**src/hdl/rict_pkg.sv**
```systemverilog
// ----------------------------------------------------------------------------
// rict_pkg
// Shared types and constants for the inode tag table.
// ----------------------------------------------------------------------------
package rict_pkg;

   localparam int unsigned TABLE_DEPTH_DEF    = 16;
   localparam logic        CACHE_ENABLE_RST   = 1'b1;
   localparam logic [31:0] EXPIRE_TICKS_RST   = 32'd10000;
   localparam int unsigned CSR_INDEX_W        = 4;

   typedef enum logic [2:0] {
      REQ_LOOKUP  = 3'd0,
      REQ_ADD     = 3'd1,
      REQ_RELEASE = 3'd2,
      REQ_DROP    = 3'd3,
      REQ_SYNC    = 3'd4
   } req_code_type;

   typedef enum logic [1:0] {
      STS_OK       = 2'd0,
      STS_MISS     = 2'd1,
      STS_FULL     = 2'd2,
      STS_DISABLED = 2'd3
   } status_type;

   typedef enum logic [CSR_INDEX_W-1:0] {
      CSR_CACHE_ENABLE = 4'd0,
      CSR_EXPIRE_TICKS = 4'd1
   } csr_index_type;

   typedef enum logic [2:0] {
      ST_IDLE,
      ST_DECODE,
      ST_SCAN,
      ST_FINISH,
      ST_RELEASE
   } fsm_type;

   typedef struct packed {
      logic [31:0] tag;
      logic        busy;
      logic [31:0] stamp;
   } entry_type;

endpackage

```
**src/hdl/refcount_inode_cache_table_core.sv**
```systemverilog
// ----------------------------------------------------------------------------
// refcount_inode_cache_table_core
// Fully associative inode tag table with in-use flags and age-based sync.
// ----------------------------------------------------------------------------
//  channel  ports                 direction  beat
//  req      req_valid/req_ready   in         one request
//  rsp      rsp_valid/rsp_ready   out        one result (sync: several)
//  csr      csr_valid/csr_ready   in         one register write
//
//  Lookup, add and sync walk the slot RAM one entry per cycle unless the
//  walk is stalled on the output register; a hit ends a lookup or add walk early.
//  Reset clears per-slot valid bits; an entry never written reads as empty.
//  A result waiting in the output register stalls the walk only when
//  another result must be produced.
// ----------------------------------------------------------------------------
module refcount_inode_cache_table_core
   import rict_pkg::*;
#(
   parameter int unsigned TABLE_DEPTH = TABLE_DEPTH_DEF
) (
   input  logic                   clock,
   input  logic                   reset,

   input  logic                   req_valid,
   output logic                   req_ready,
   input  logic [2:0]             req_type,
   input  logic [31:0]            req_inode_id,
   input  logic [3:0]             req_slot_index,
   input  logic [31:0]            req_now_ticks,

   output logic                   rsp_valid,
   input  logic                   rsp_ready,
   output logic [1:0]             rsp_status,
   output logic [3:0]             rsp_slot_out,
   output logic                   rsp_flush,
   output logic [31:0]            rsp_flush_inode,
   output logic [4:0]             rsp_flushed_count,
   output logic                   rsp_last,

   input  logic                   csr_valid,
   output logic                   csr_ready,
   input  logic [CSR_INDEX_W-1:0] csr_index,
   input  logic [31:0]            csr_data
);

   localparam int unsigned IDX_W  = $clog2(TABLE_DEPTH);
   localparam int unsigned CNT_W  = IDX_W + 1;
   localparam int unsigned ENT_W  = $bits(entry_type);
   localparam logic [CNT_W-1:0] DEPTH_C = CNT_W'(TABLE_DEPTH);

   fsm_type           state_ff, state_in;
   logic              cache_enable_ff;
   logic [31:0]       expire_ticks_ff;
   logic [TABLE_DEPTH-1:0] vld_ff;

   logic [2:0]        op_ff;
   logic [31:0]       ino_ff;
   logic [3:0]        slot_ff;
   logic [31:0]       now_ff;

   logic [CNT_W-1:0]  rd_cnt_ff, rd_cnt_in;
   logic              chk_vld_ff, chk_vld_in;
   logic [IDX_W-1:0]  chk_idx_ff, chk_idx_in;
   logic              free_found_ff, free_found_in;
   logic [IDX_W-1:0]  free_idx_ff, free_idx_in;
   logic [CNT_W-1:0]  cnt_ff, cnt_in;

   logic              rsp_valid_ff, rsp_valid_in;
   logic [1:0]        rsp_status_ff;
   logic [3:0]        rsp_slot_ff;
   logic              rsp_flush_ff;
   logic [31:0]       rsp_inode_ff;
   logic [4:0]        rsp_count_ff;
   logic              rsp_last_ff;

   logic              emit;
   status_type        e_status;
   logic [3:0]        e_slot;
   logic              e_flush;
   logic [31:0]       e_inode;
   logic [4:0]        e_count;
   logic              e_last;

   logic              ram_we, ram_re;
   logic [IDX_W-1:0]  ram_waddr, ram_raddr;
   entry_type         ram_wdata;
   logic [ENT_W-1:0]  ram_rdata;
   entry_type         rd_entry;

   logic              out_free;
   logic              slot_in_range;
   logic              is_sync, is_add;
   logic              tag_hit, can_alloc, aged;
   logic [31:0]       age;

   rict_ram #(
      .WIDTH (ENT_W),
      .DEPTH (TABLE_DEPTH)
   ) u_slot_ram (
      .clock (clock),
      .we    (ram_we),
      .waddr (ram_waddr),
      .wdata (ram_wdata),
      .re    (ram_re),
      .raddr (ram_raddr),
      .rdata (ram_rdata)
   );

   assign req_ready = (state_ff == ST_IDLE);
   assign csr_ready = 1'b1;
   assign out_free  = !rsp_valid_ff || rsp_ready;

   assign rd_entry  = vld_ff[chk_idx_ff] ? entry_type'(ram_rdata) : '0;
   assign is_sync   = (op_ff == REQ_SYNC);
   assign is_add    = (op_ff == REQ_ADD);
   assign age       = now_ff - rd_entry.stamp;
   assign aged      = rd_entry.busy && (age >= expire_ticks_ff);
   assign tag_hit   = (rd_entry.tag == ino_ff);
   assign can_alloc = (rd_entry.tag == 32'd0) || !rd_entry.busy;
   assign slot_in_range = ({28'd0, slot_ff} < 32'(TABLE_DEPTH));

   always_comb begin
      state_in      = state_ff;
      rd_cnt_in     = rd_cnt_ff;
      chk_vld_in    = chk_vld_ff;
      chk_idx_in    = chk_idx_ff;
      free_found_in = free_found_ff;
      free_idx_in   = free_idx_ff;
      cnt_in        = cnt_ff;
      ram_we        = 1'b0;
      ram_waddr     = '0;
      ram_wdata     = '0;
      ram_re        = 1'b0;
      ram_raddr     = '0;
      emit          = 1'b0;
      e_status      = STS_OK;
      e_slot        = '0;
      e_flush       = 1'b0;
      e_inode       = '0;
      e_count       = '0;
      e_last        = 1'b1;

      unique case (state_ff)
         ST_IDLE: begin
            if (req_valid) begin
               state_in = ST_DECODE;
            end
         end

         ST_DECODE: begin
            rd_cnt_in     = '0;
            chk_vld_in    = 1'b0;
            free_found_in = 1'b0;
            cnt_in        = '0;
            if (!cache_enable_ff) begin
               if (out_free) begin
                  emit     = 1'b1;
                  e_status = STS_DISABLED;
                  state_in = ST_IDLE;
               end
            end else begin
               case (op_ff) inside
                  REQ_LOOKUP, REQ_ADD: begin
                     if (ino_ff == 32'd0) begin
                        if (out_free) begin
                           emit     = 1'b1;
                           e_status = STS_MISS;
                           state_in = ST_IDLE;
                        end
                     end else begin
                        state_in = ST_SCAN;
                     end
                  end
                  REQ_SYNC: begin
                     state_in = ST_SCAN;
                  end
                  REQ_RELEASE: begin
                     if (!slot_in_range) begin
                        if (out_free) begin
                           emit     = 1'b1;
                           e_status = STS_MISS;
                           state_in = ST_IDLE;
                        end
                     end else begin
                        ram_re     = 1'b1;
                        ram_raddr  = IDX_W'(slot_ff);
                        chk_idx_in = IDX_W'(slot_ff);
                        state_in   = ST_RELEASE;
                     end
                  end
                  REQ_DROP: begin
                     if (out_free) begin
                        emit     = 1'b1;
                        state_in = ST_IDLE;
                        if (!slot_in_range) begin
                           e_status = STS_MISS;
                        end else begin
                           ram_we    = 1'b1;
                           ram_waddr = IDX_W'(slot_ff);
                           e_slot    = slot_ff;
                        end
                     end
                  end
                  default: begin
                     if (out_free) begin
                        emit     = 1'b1;
                        e_status = STS_MISS;
                        state_in = ST_IDLE;
                     end
                  end
               endcase
            end
         end

         ST_SCAN: begin
            if (chk_vld_ff && !out_free && (is_sync ? aged : tag_hit)) begin
               // stalled on the output register; hold the walk
            end else begin
               if (rd_cnt_ff != DEPTH_C) begin
                  ram_re     = 1'b1;
                  ram_raddr  = rd_cnt_ff[IDX_W-1:0];
                  chk_vld_in = 1'b1;
                  chk_idx_in = rd_cnt_ff[IDX_W-1:0];
                  rd_cnt_in  = rd_cnt_ff + 1'b1;
               end else begin
                  chk_vld_in = 1'b0;
               end
               if (chk_vld_ff) begin
                  if (is_sync) begin
                     if (aged) begin
                        ram_we         = 1'b1;
                        ram_waddr      = chk_idx_ff;
                        ram_wdata      = rd_entry;
                        ram_wdata.busy = 1'b0;
                        emit           = 1'b1;
                        e_slot         = 4'(chk_idx_ff);
                        e_flush        = 1'b1;
                        e_inode        = rd_entry.tag;
                        e_last         = 1'b0;
                        cnt_in         = cnt_ff + 1'b1;
                     end
                  end else if (tag_hit) begin
                     ram_we          = 1'b1;
                     ram_waddr       = chk_idx_ff;
                     ram_wdata.tag   = rd_entry.tag;
                     ram_wdata.busy  = 1'b1;
                     ram_wdata.stamp = now_ff;
                     emit            = 1'b1;
                     e_slot          = 4'(chk_idx_ff);
                     chk_vld_in      = 1'b0;
                     state_in        = ST_IDLE;
                  end else if (can_alloc && !free_found_ff) begin
                     free_found_in = 1'b1;
                     free_idx_in   = chk_idx_ff;
                  end
               end else if (rd_cnt_ff == DEPTH_C) begin
                  state_in = ST_FINISH;
               end
            end
         end

         ST_FINISH: begin
            if (out_free) begin
               emit     = 1'b1;
               state_in = ST_IDLE;
               if (is_sync) begin
                  e_count = 5'(cnt_ff);
               end else if (!is_add) begin
                  e_status = STS_MISS;
               end else if (free_found_ff) begin
                  ram_we          = 1'b1;
                  ram_waddr       = free_idx_ff;
                  ram_wdata.tag   = ino_ff;
                  ram_wdata.busy  = 1'b1;
                  ram_wdata.stamp = now_ff;
                  e_slot          = 4'(free_idx_ff);
               end else begin
                  e_status = STS_FULL;
               end
            end
         end

         ST_RELEASE: begin
            if (out_free) begin
               emit     = 1'b1;
               state_in = ST_IDLE;
               if (rd_entry.tag == 32'd0) begin
                  e_status = STS_MISS;
               end else begin
                  ram_we         = 1'b1;
                  ram_waddr      = chk_idx_ff;
                  ram_wdata      = rd_entry;
                  ram_wdata.busy = 1'b0;
                  e_slot         = slot_ff;
                  e_flush        = 1'b1;
                  e_inode        = rd_entry.tag;
               end
            end
         end

         default: begin
            state_in = ST_IDLE;
         end
      endcase

      rsp_valid_in = emit || (rsp_valid_ff && !rsp_ready);
   end

   always_ff @(posedge clock) begin
      if (reset) begin
         state_ff        <= ST_IDLE;
         cache_enable_ff <= CACHE_ENABLE_RST;
         expire_ticks_ff <= EXPIRE_TICKS_RST;
         vld_ff          <= '0;
         rsp_valid_ff    <= 1'b0;
         chk_vld_ff      <= 1'b0;
         rd_cnt_ff       <= '0;
         free_found_ff   <= 1'b0;
         cnt_ff          <= '0;
      end else begin
         state_ff      <= state_in;
         rsp_valid_ff  <= rsp_valid_in;
         chk_vld_ff    <= chk_vld_in;
         rd_cnt_ff     <= rd_cnt_in;
         free_found_ff <= free_found_in;
         cnt_ff        <= cnt_in;
         if (ram_we) begin
            vld_ff[ram_waddr] <= 1'b1;
         end
         if (csr_valid && csr_ready) begin
            case (csr_index)
               CSR_CACHE_ENABLE: cache_enable_ff <= csr_data[0];
               CSR_EXPIRE_TICKS: expire_ticks_ff <= csr_data;
               default: ;
            endcase
         end
      end
   end

   always_ff @(posedge clock) begin
      if (req_valid && req_ready) begin
         op_ff   <= req_type;
         ino_ff  <= req_inode_id;
         slot_ff <= req_slot_index;
         now_ff  <= req_now_ticks;
      end
      chk_idx_ff  <= chk_idx_in;
      free_idx_ff <= free_idx_in;
      if (emit) begin
         rsp_status_ff <= e_status;
         rsp_slot_ff   <= e_slot;
         rsp_flush_ff  <= e_flush;
         rsp_inode_ff  <= e_inode;
         rsp_count_ff  <= e_count;
         rsp_last_ff   <= e_last;
      end
   end

   assign rsp_valid         = rsp_valid_ff;
   assign rsp_status        = rsp_status_ff;
   assign rsp_slot_out      = rsp_slot_ff;
   assign rsp_flush         = rsp_flush_ff;
   assign rsp_flush_inode   = rsp_inode_ff;
   assign rsp_flushed_count = rsp_count_ff;
   assign rsp_last          = rsp_last_ff;

`ifndef ASSERT_OFF
   a_no_rw_collide: assert property (@(posedge clock) disable iff (reset)
      !(ram_we && ram_re && (ram_waddr == ram_raddr)))
      else $error("slot RAM read and write to the same entry");

   a_walk_bound: assert property (@(posedge clock) disable iff (reset)
      rd_cnt_ff <= DEPTH_C)
      else $error("slot walk ran past the table");

   a_chk_in_scan: assert property (@(posedge clock) disable iff (reset)
      chk_vld_ff |-> (state_ff == ST_SCAN))
      else $error("check stage live outside the walk");

   a_emit_room: assert property (@(posedge clock) disable iff (reset)
      emit |-> out_free)
      else $error("result beat overwrites a waiting result");

   a_flush_tag: assert property (@(posedge clock) disable iff (reset)
      (emit && e_flush) |=> (rsp_valid && (rsp_flush_inode != 32'd0)))
      else $error("write-back beat for an empty slot");
`endif

endmodule

```
**src/hdl/rict_ram.sv**
```systemverilog
// ----------------------------------------------------------------------------
// rict_ram
// Generic single-write, single-read RAM with registered read data.
// ----------------------------------------------------------------------------
module rict_ram #(
   parameter int unsigned WIDTH = 8,
   parameter int unsigned DEPTH = 16
) (
   input  logic                     clock,
   input  logic                     we,
   input  logic [$clog2(DEPTH)-1:0] waddr,
   input  logic [WIDTH-1:0]         wdata,
   input  logic                     re,
   input  logic [$clog2(DEPTH)-1:0] raddr,
   output logic [WIDTH-1:0]         rdata
);

   logic [WIDTH-1:0] mem_ff [DEPTH];
   logic [WIDTH-1:0] rdata_ff;

   always_ff @(posedge clock) begin
      if (we) begin
         mem_ff[waddr] <= wdata;
      end
      if (re) begin
         rdata_ff <= mem_ff[raddr];
      end
   end

   assign rdata = rdata_ff;

endmodule

```
**config.mk**
```make
export PLATFORM = sky130hd
export DESIGN_NAME = refcount_inode_cache_table_core
export DESIGN_NICKNAME = d
export VERILOG_FILES = /design/src/hdl/rict_pkg.sv /design/src/hdl/refcount_inode_cache_table_core.sv /design/src/hdl/rict_ram.sv
export SDC_FILE = /design/constraint.sdc
export NUM_CORES = 2
export LEC_CHECK = 0
export ABC_AREA = 1
export BUFFER_PORTS_ARGS = -buffer_cell sky130_fd_sc_hd__buf_2
export CORE_MARGIN = 5
export CORE_UTILIZATION = 30
export DETAILED_ROUTE_END_ITERATION = 10
export PLACE_DENSITY = 0.47
export SLEW_MARGIN = 30
export SYNTH_ARGS = -nofsm -noshare
export SYNTH_HDL_FRONTEND = slang
export SYNTH_SLANG_ARGS = --single-unit
```
**constraint.sdc**
```tcl
create_clock -name clock -period 11.29 [get_ports clock]
set_input_delay 1.129 -clock clock [delete_from_list [all_inputs] [get_ports clock]]
set_output_delay 1.129 -clock clock [all_outputs]
set_load 0.03 [all_outputs]
```
==> flow_summary.yaml <==
outcome:
  status: "complete, no violations"
critical_path:
  critPathKind: "flop to flop"
  endpoint_kind: "flop"
  cp_slowest_cell: "sky130_fd_sc_hd__buf_4"
  r2r-start: "chk_idx_ff[0]$_DFFE_PP_"
  critical-path-max-stage-delay_ns: 0.72
  critical_path_s_most_frequent_cell: "sky130_fd_sc_hd__nand3_1"
  worst-endpoint-arrival_ns: 9.76
  cp_max_fo: 179
  crit_path_start: "chk_idx_ff[0]$_DFFE_PP_"
  crit_required_ns: 11.82
  startpoint_kind_of_the_worst_setup_timing_path: "flop"
clocking:
  cts_inserted_buffers: 150
  postCtsSetupRepairBufs: 0
  cts.hold.buffers_added: 0
  clock_tree.htree_level_count: 4
  tritoncts: "done"
  cts_max_path_buffers: 3
  cts-root-buf: "sky130_fd_sc_hd__clkbuf_16"
  cts_num_sinks: 1294
  clock_latency_ns: 0.80
  cts_repair_resize_count: 0
  clkTransAtPathRegs_ns: 0.06
sta:
  final.min_clock_period_ns: 9.227
  clock_skew_ns: 0.04052
  totalNegativeSetupSlack_ns: 0
  achievable_frequency_ghz: 0.1084
  hold_violation_total_from_the_final_report: 0
  timing_max_transition_violations_final: 0
  slew_headroom_pct: 22.65
  rsz0062_at_grt: "false"
  setup_violations: 0
  transition_time_of_the_tightest_slew_check_pin_ns: 1.160
  min_period_over_period_pct: 81.73
global_routing:
  pin_count_of_the_biggest_net_entering_global_routing: 180
  grt_use_total_pct: 17.52
  vias_in_the_first_global_route: 38950
  global_route_wire_length_before_repair_um: 267800
  antenna_found_initial: 7
  gr-total-overflow: 0
synth:
  synth_nets: 5727
  avgSynthCellArea_um2: 10.50
  synth_enable_flop_cells: 1229
  synth.lib_cells_used.distinct: 45
  postSynthRegisterBits: 1294
  synth.yosys.seq_area_share_pct: 65.61
  post_synth_instance_area_um2: 58230
  postSynthCellCount: 5547
  synth.yosys.warnings: 0
  postSynth.asyncResetShare_pct: 0
  postSynth.topFlopCell: "sky130_fd_sc_hd__edfxtp_1"
die:
  fp.coreArea_um2: 192800
  initial_utilization_pct: 30.21
  die_area_um2: 203000
  io_pins: 160
  floorplan.die.width_um: 450.6
  row_count: 161
  die_h_um: 450.6
drt:
  detail_route.first_pass.iterations: 6
  routed_via_density: 4.885
  drt-initial-drc-count: 3397
  wire_per_inst_um: 22.02
  drc_violations_left: 0
  ant_nets: 0
  route.vias.total: 40560
  postRouteWirelength_um: 182900
worst_hold_path:
  hold_class: "flop to flop"
  hp-start: "vld_ff[5]$_SDFFE_PP0P_"
power:
  leakage_power_nw: 26.35
  peakVddDrop_v: 0.0001210
  finalPower_mw: 12.80
  power-per-cell-area_nw_per_um2: 191.3
job:
  drv.max_cap_violation_count: 0
layout:
  n_fill_cell: 19110
  finish.net_count: 5831
  post_route_cells_drive_above_1_share_pct: 9.557
  synthToLayoutAreaGrowth_pct: 14.87
placement:
  portBuffers: 158
  dp.final_hpwl_um: 99280
  gp_congestion: 0.8270
## logic make-up (layout without fill, tap and decap cells)
group | count (synthesis) | count (layout) | share of synthesized area (%)
xor gates and xnor gates | 32 | 32 | 0.4813
buffers and inverters | 1239 | 1468 | 8.418
adders and majority gates | 68 | 68 | 1.474
AOI/OAI and AO/OA | 284 | 284 | 2.727
DFF | 1294 | 1294 | 65.61
and+or+nand+nor | 2629 | 2629 | 21.28
other | 1 | 2 | 0.006440
## report_power, final
group	internal (mW)	leakage [nW]	total (mW)	switching, mW
sequential	5.53	13.1	5.67	0.148
combinational	0.724	11.0	2.44	1.72
clock	2.61	2.31	4.69	2.07
total	8.86	26.3	12.8	3.94
## critical path: cells and delay by family (launching register included)
family / cells / cell delay (ns)
adder cells (fa/ha/maj): 2 / 0.73
flip-flops: 1 / 0.59
XOR/XNOR: 1 / 0.18
AND/OR/NAND/NOR: 21 / 3.28
AO/OA/AOI/OAI: 9 / 2.25
buffers and inverters: 4 / 1.48
## sequential cells by signal (all words and copies together) (netlist names), 5 cells and up
signal,count
cnt_ff,5
expire_ticks_ff,32
ino_ff,32
now_ff,32
rd_cnt_ff,5
rsp_flush_inode,32
rsp_flushed_count,5
u_slot_ram.mem_ff,1040
u_slot_ram.rdata,65
vld_ff,16
## routing by layer
metal  wire, µm  GRT usage [%]
met4       5944          5.665
met1      82480          24.35
met3       9535          2.613
met2      84900          28.19
met5          0              0
## stage by stage
| step | cells | cell area [µm²] | hold slack (ns) | setup WS, ns | utilization, % |
|---|---|---|---|---|---|
| 5_1_grt | 8302 | 66890 | 0.4565 | 1.289 | 34.70 |
| 2_1_floorplan | 5547 | 58230 | 0.4277 | 2.264 | - |
| 4_1_cts | 8301 | 66820 | 0.4371 | 2.161 | 34.66 |
| 6_report | 8303 | 66890 | 0.4598 | 2.063 | 34.70 |
| 3_5_place_dp | 8024 | 62080 | 0.4527 | 2.185 | 32.20 |
| 3_3_place_gp | 8017 | 61820 | 0.4526 | 1.889 | 32.07 |
## synthesized netlist by cell type, types with 2 or more instances
master / instances / share of area [%]
sky130_fd_sc_hd__a21o_1: 2 / 0.026
sky130_fd_sc_hd__o311ai_0: 2 / 0.030
sky130_fd_sc_hd__o221ai_1: 13 / 0.20
sky130_fd_sc_hd__xor2_1: 21 / 0.32
sky130_fd_sc_hd__nand3_2: 3 / 0.052
sky130_fd_sc_hd__nor3_1: 20 / 0.17
sky130_fd_sc_hd__inv_1: 920 / 5.9
sky130_fd_sc_hd__nor3b_1: 3 / 0.039
sky130_fd_sc_hd__nand3b_1: 195 / 2.5
sky130_fd_sc_hd__inv_2: 3 / 0.019
sky130_fd_sc_hd__buf_1: 14 / 0.090
sky130_fd_sc_hd__nand2_1: 987 / 6.4
sky130_fd_sc_hd__nand3_1: 1280 / 11
sky130_fd_sc_hd__nand4_1: 26 / 0.28
sky130_fd_sc_hd__buf_6: 2 / 0.039
sky130_fd_sc_hd__dfxtp_1: 65 / 2.2
sky130_fd_sc_hd__nand2_4: 3 / 0.058
sky130_fd_sc_hd__nor2_1: 101 / 0.65
sky130_fd_sc_hd__nor4_1: 6 / 0.064
sky130_fd_sc_hd__o21ai_0: 91 / 0.78
sky130_fd_sc_hd__a21boi_0: 4 / 0.052
sky130_fd_sc_hd__xnor2_1: 11 / 0.17
sky130_fd_sc_hd__clkbuf_1: 130 / 0.84
sky130_fd_sc_hd__o21ai_1: 3 / 0.026
sky130_fd_sc_hd__ha_1: 67 / 1.4
sky130_fd_sc_hd__a31oi_1: 13 / 0.14
sky130_fd_sc_hd__a21oi_1: 112 / 0.96
sky130_fd_sc_hd__o22ai_1: 33 / 0.35
sky130_fd_sc_hd__and3_1: 2 / 0.021
sky130_fd_sc_hd__buf_4: 9 / 0.12
sky130_fd_sc_hd__buf_2: 160 / 1.4
sky130_fd_sc_hd__o211ai_1: 4 / 0.052
sky130_fd_sc_hd__edfxtp_1: 1229 / 63
sky130_fd_sc_hd__nand3_4: 2 / 0.060
## path summary, 6_finish.rpt
path | end | slack [ns] | depth (start not counted)
max | u_slot_ram.rdata[53]$_DFFE_PP_ | 2.06 | 37
min | vld_ff[5]$_SDFFE_PP0P_ | 0.46 | 2
max reg2reg | u_slot_ram.rdata[53]$_DFFE_PP_ | 2.06 | 37
min reg2reg | vld_ff[5]$_SDFFE_PP0P_ | 0.46 | 2
## final cells by class
class	instances	area (µm²)	area share [%]
Multi-Input combinational cell	3014	15440	23.08
Clock buffer	182	3945	5.897
Antenna cell	1	2.502	0.003741
Clock inverter	95	792.0	1.184
Sequential cell	1294	38210	57.11
Inverter	924	3535	5.284
Tap cell	2526	3161	4.725
Timing Repair Buffer	267	1817	2.716
## placed cells by master, fill, tap and decap left out, types with 26 or more instances in the layout
master / synthesis / layout
sky130_fd_sc_hd__edfxtp_1: 1229 / 1229
sky130_fd_sc_hd__o21ai_0: 91 / 87
sky130_fd_sc_hd__nand3b_1: 195 / 195
sky130_fd_sc_hd__nor2_1: 101 / 98
sky130_fd_sc_hd__clkbuf_16: 0 / 151
sky130_fd_sc_hd__inv_1: 920 / 902
sky130_fd_sc_hd__nand3_1: 1280 / 1279
sky130_fd_sc_hd__dfxtp_1: 65 / 65
sky130_fd_sc_hd__clkinv_1: 0 / 42
sky130_fd_sc_hd__ha_1: 67 / 67
sky130_fd_sc_hd__buf_2: 160 / 159
sky130_fd_sc_hd__buf_4: 9 / 93
sky130_fd_sc_hd__clkbuf_1: 130 / 26
sky130_fd_sc_hd__o22ai_2: 0 / 27
sky130_fd_sc_hd__a21oi_1: 112 / 112
sky130_fd_sc_hd__nand2_1: 987 / 985
sky130_fd_sc_hd__nand4_1: 26 / 26
sky130_fd_sc_hd__clkinv_2: 0 / 30
Note: power is estimated with default switching activity, not from simulation.
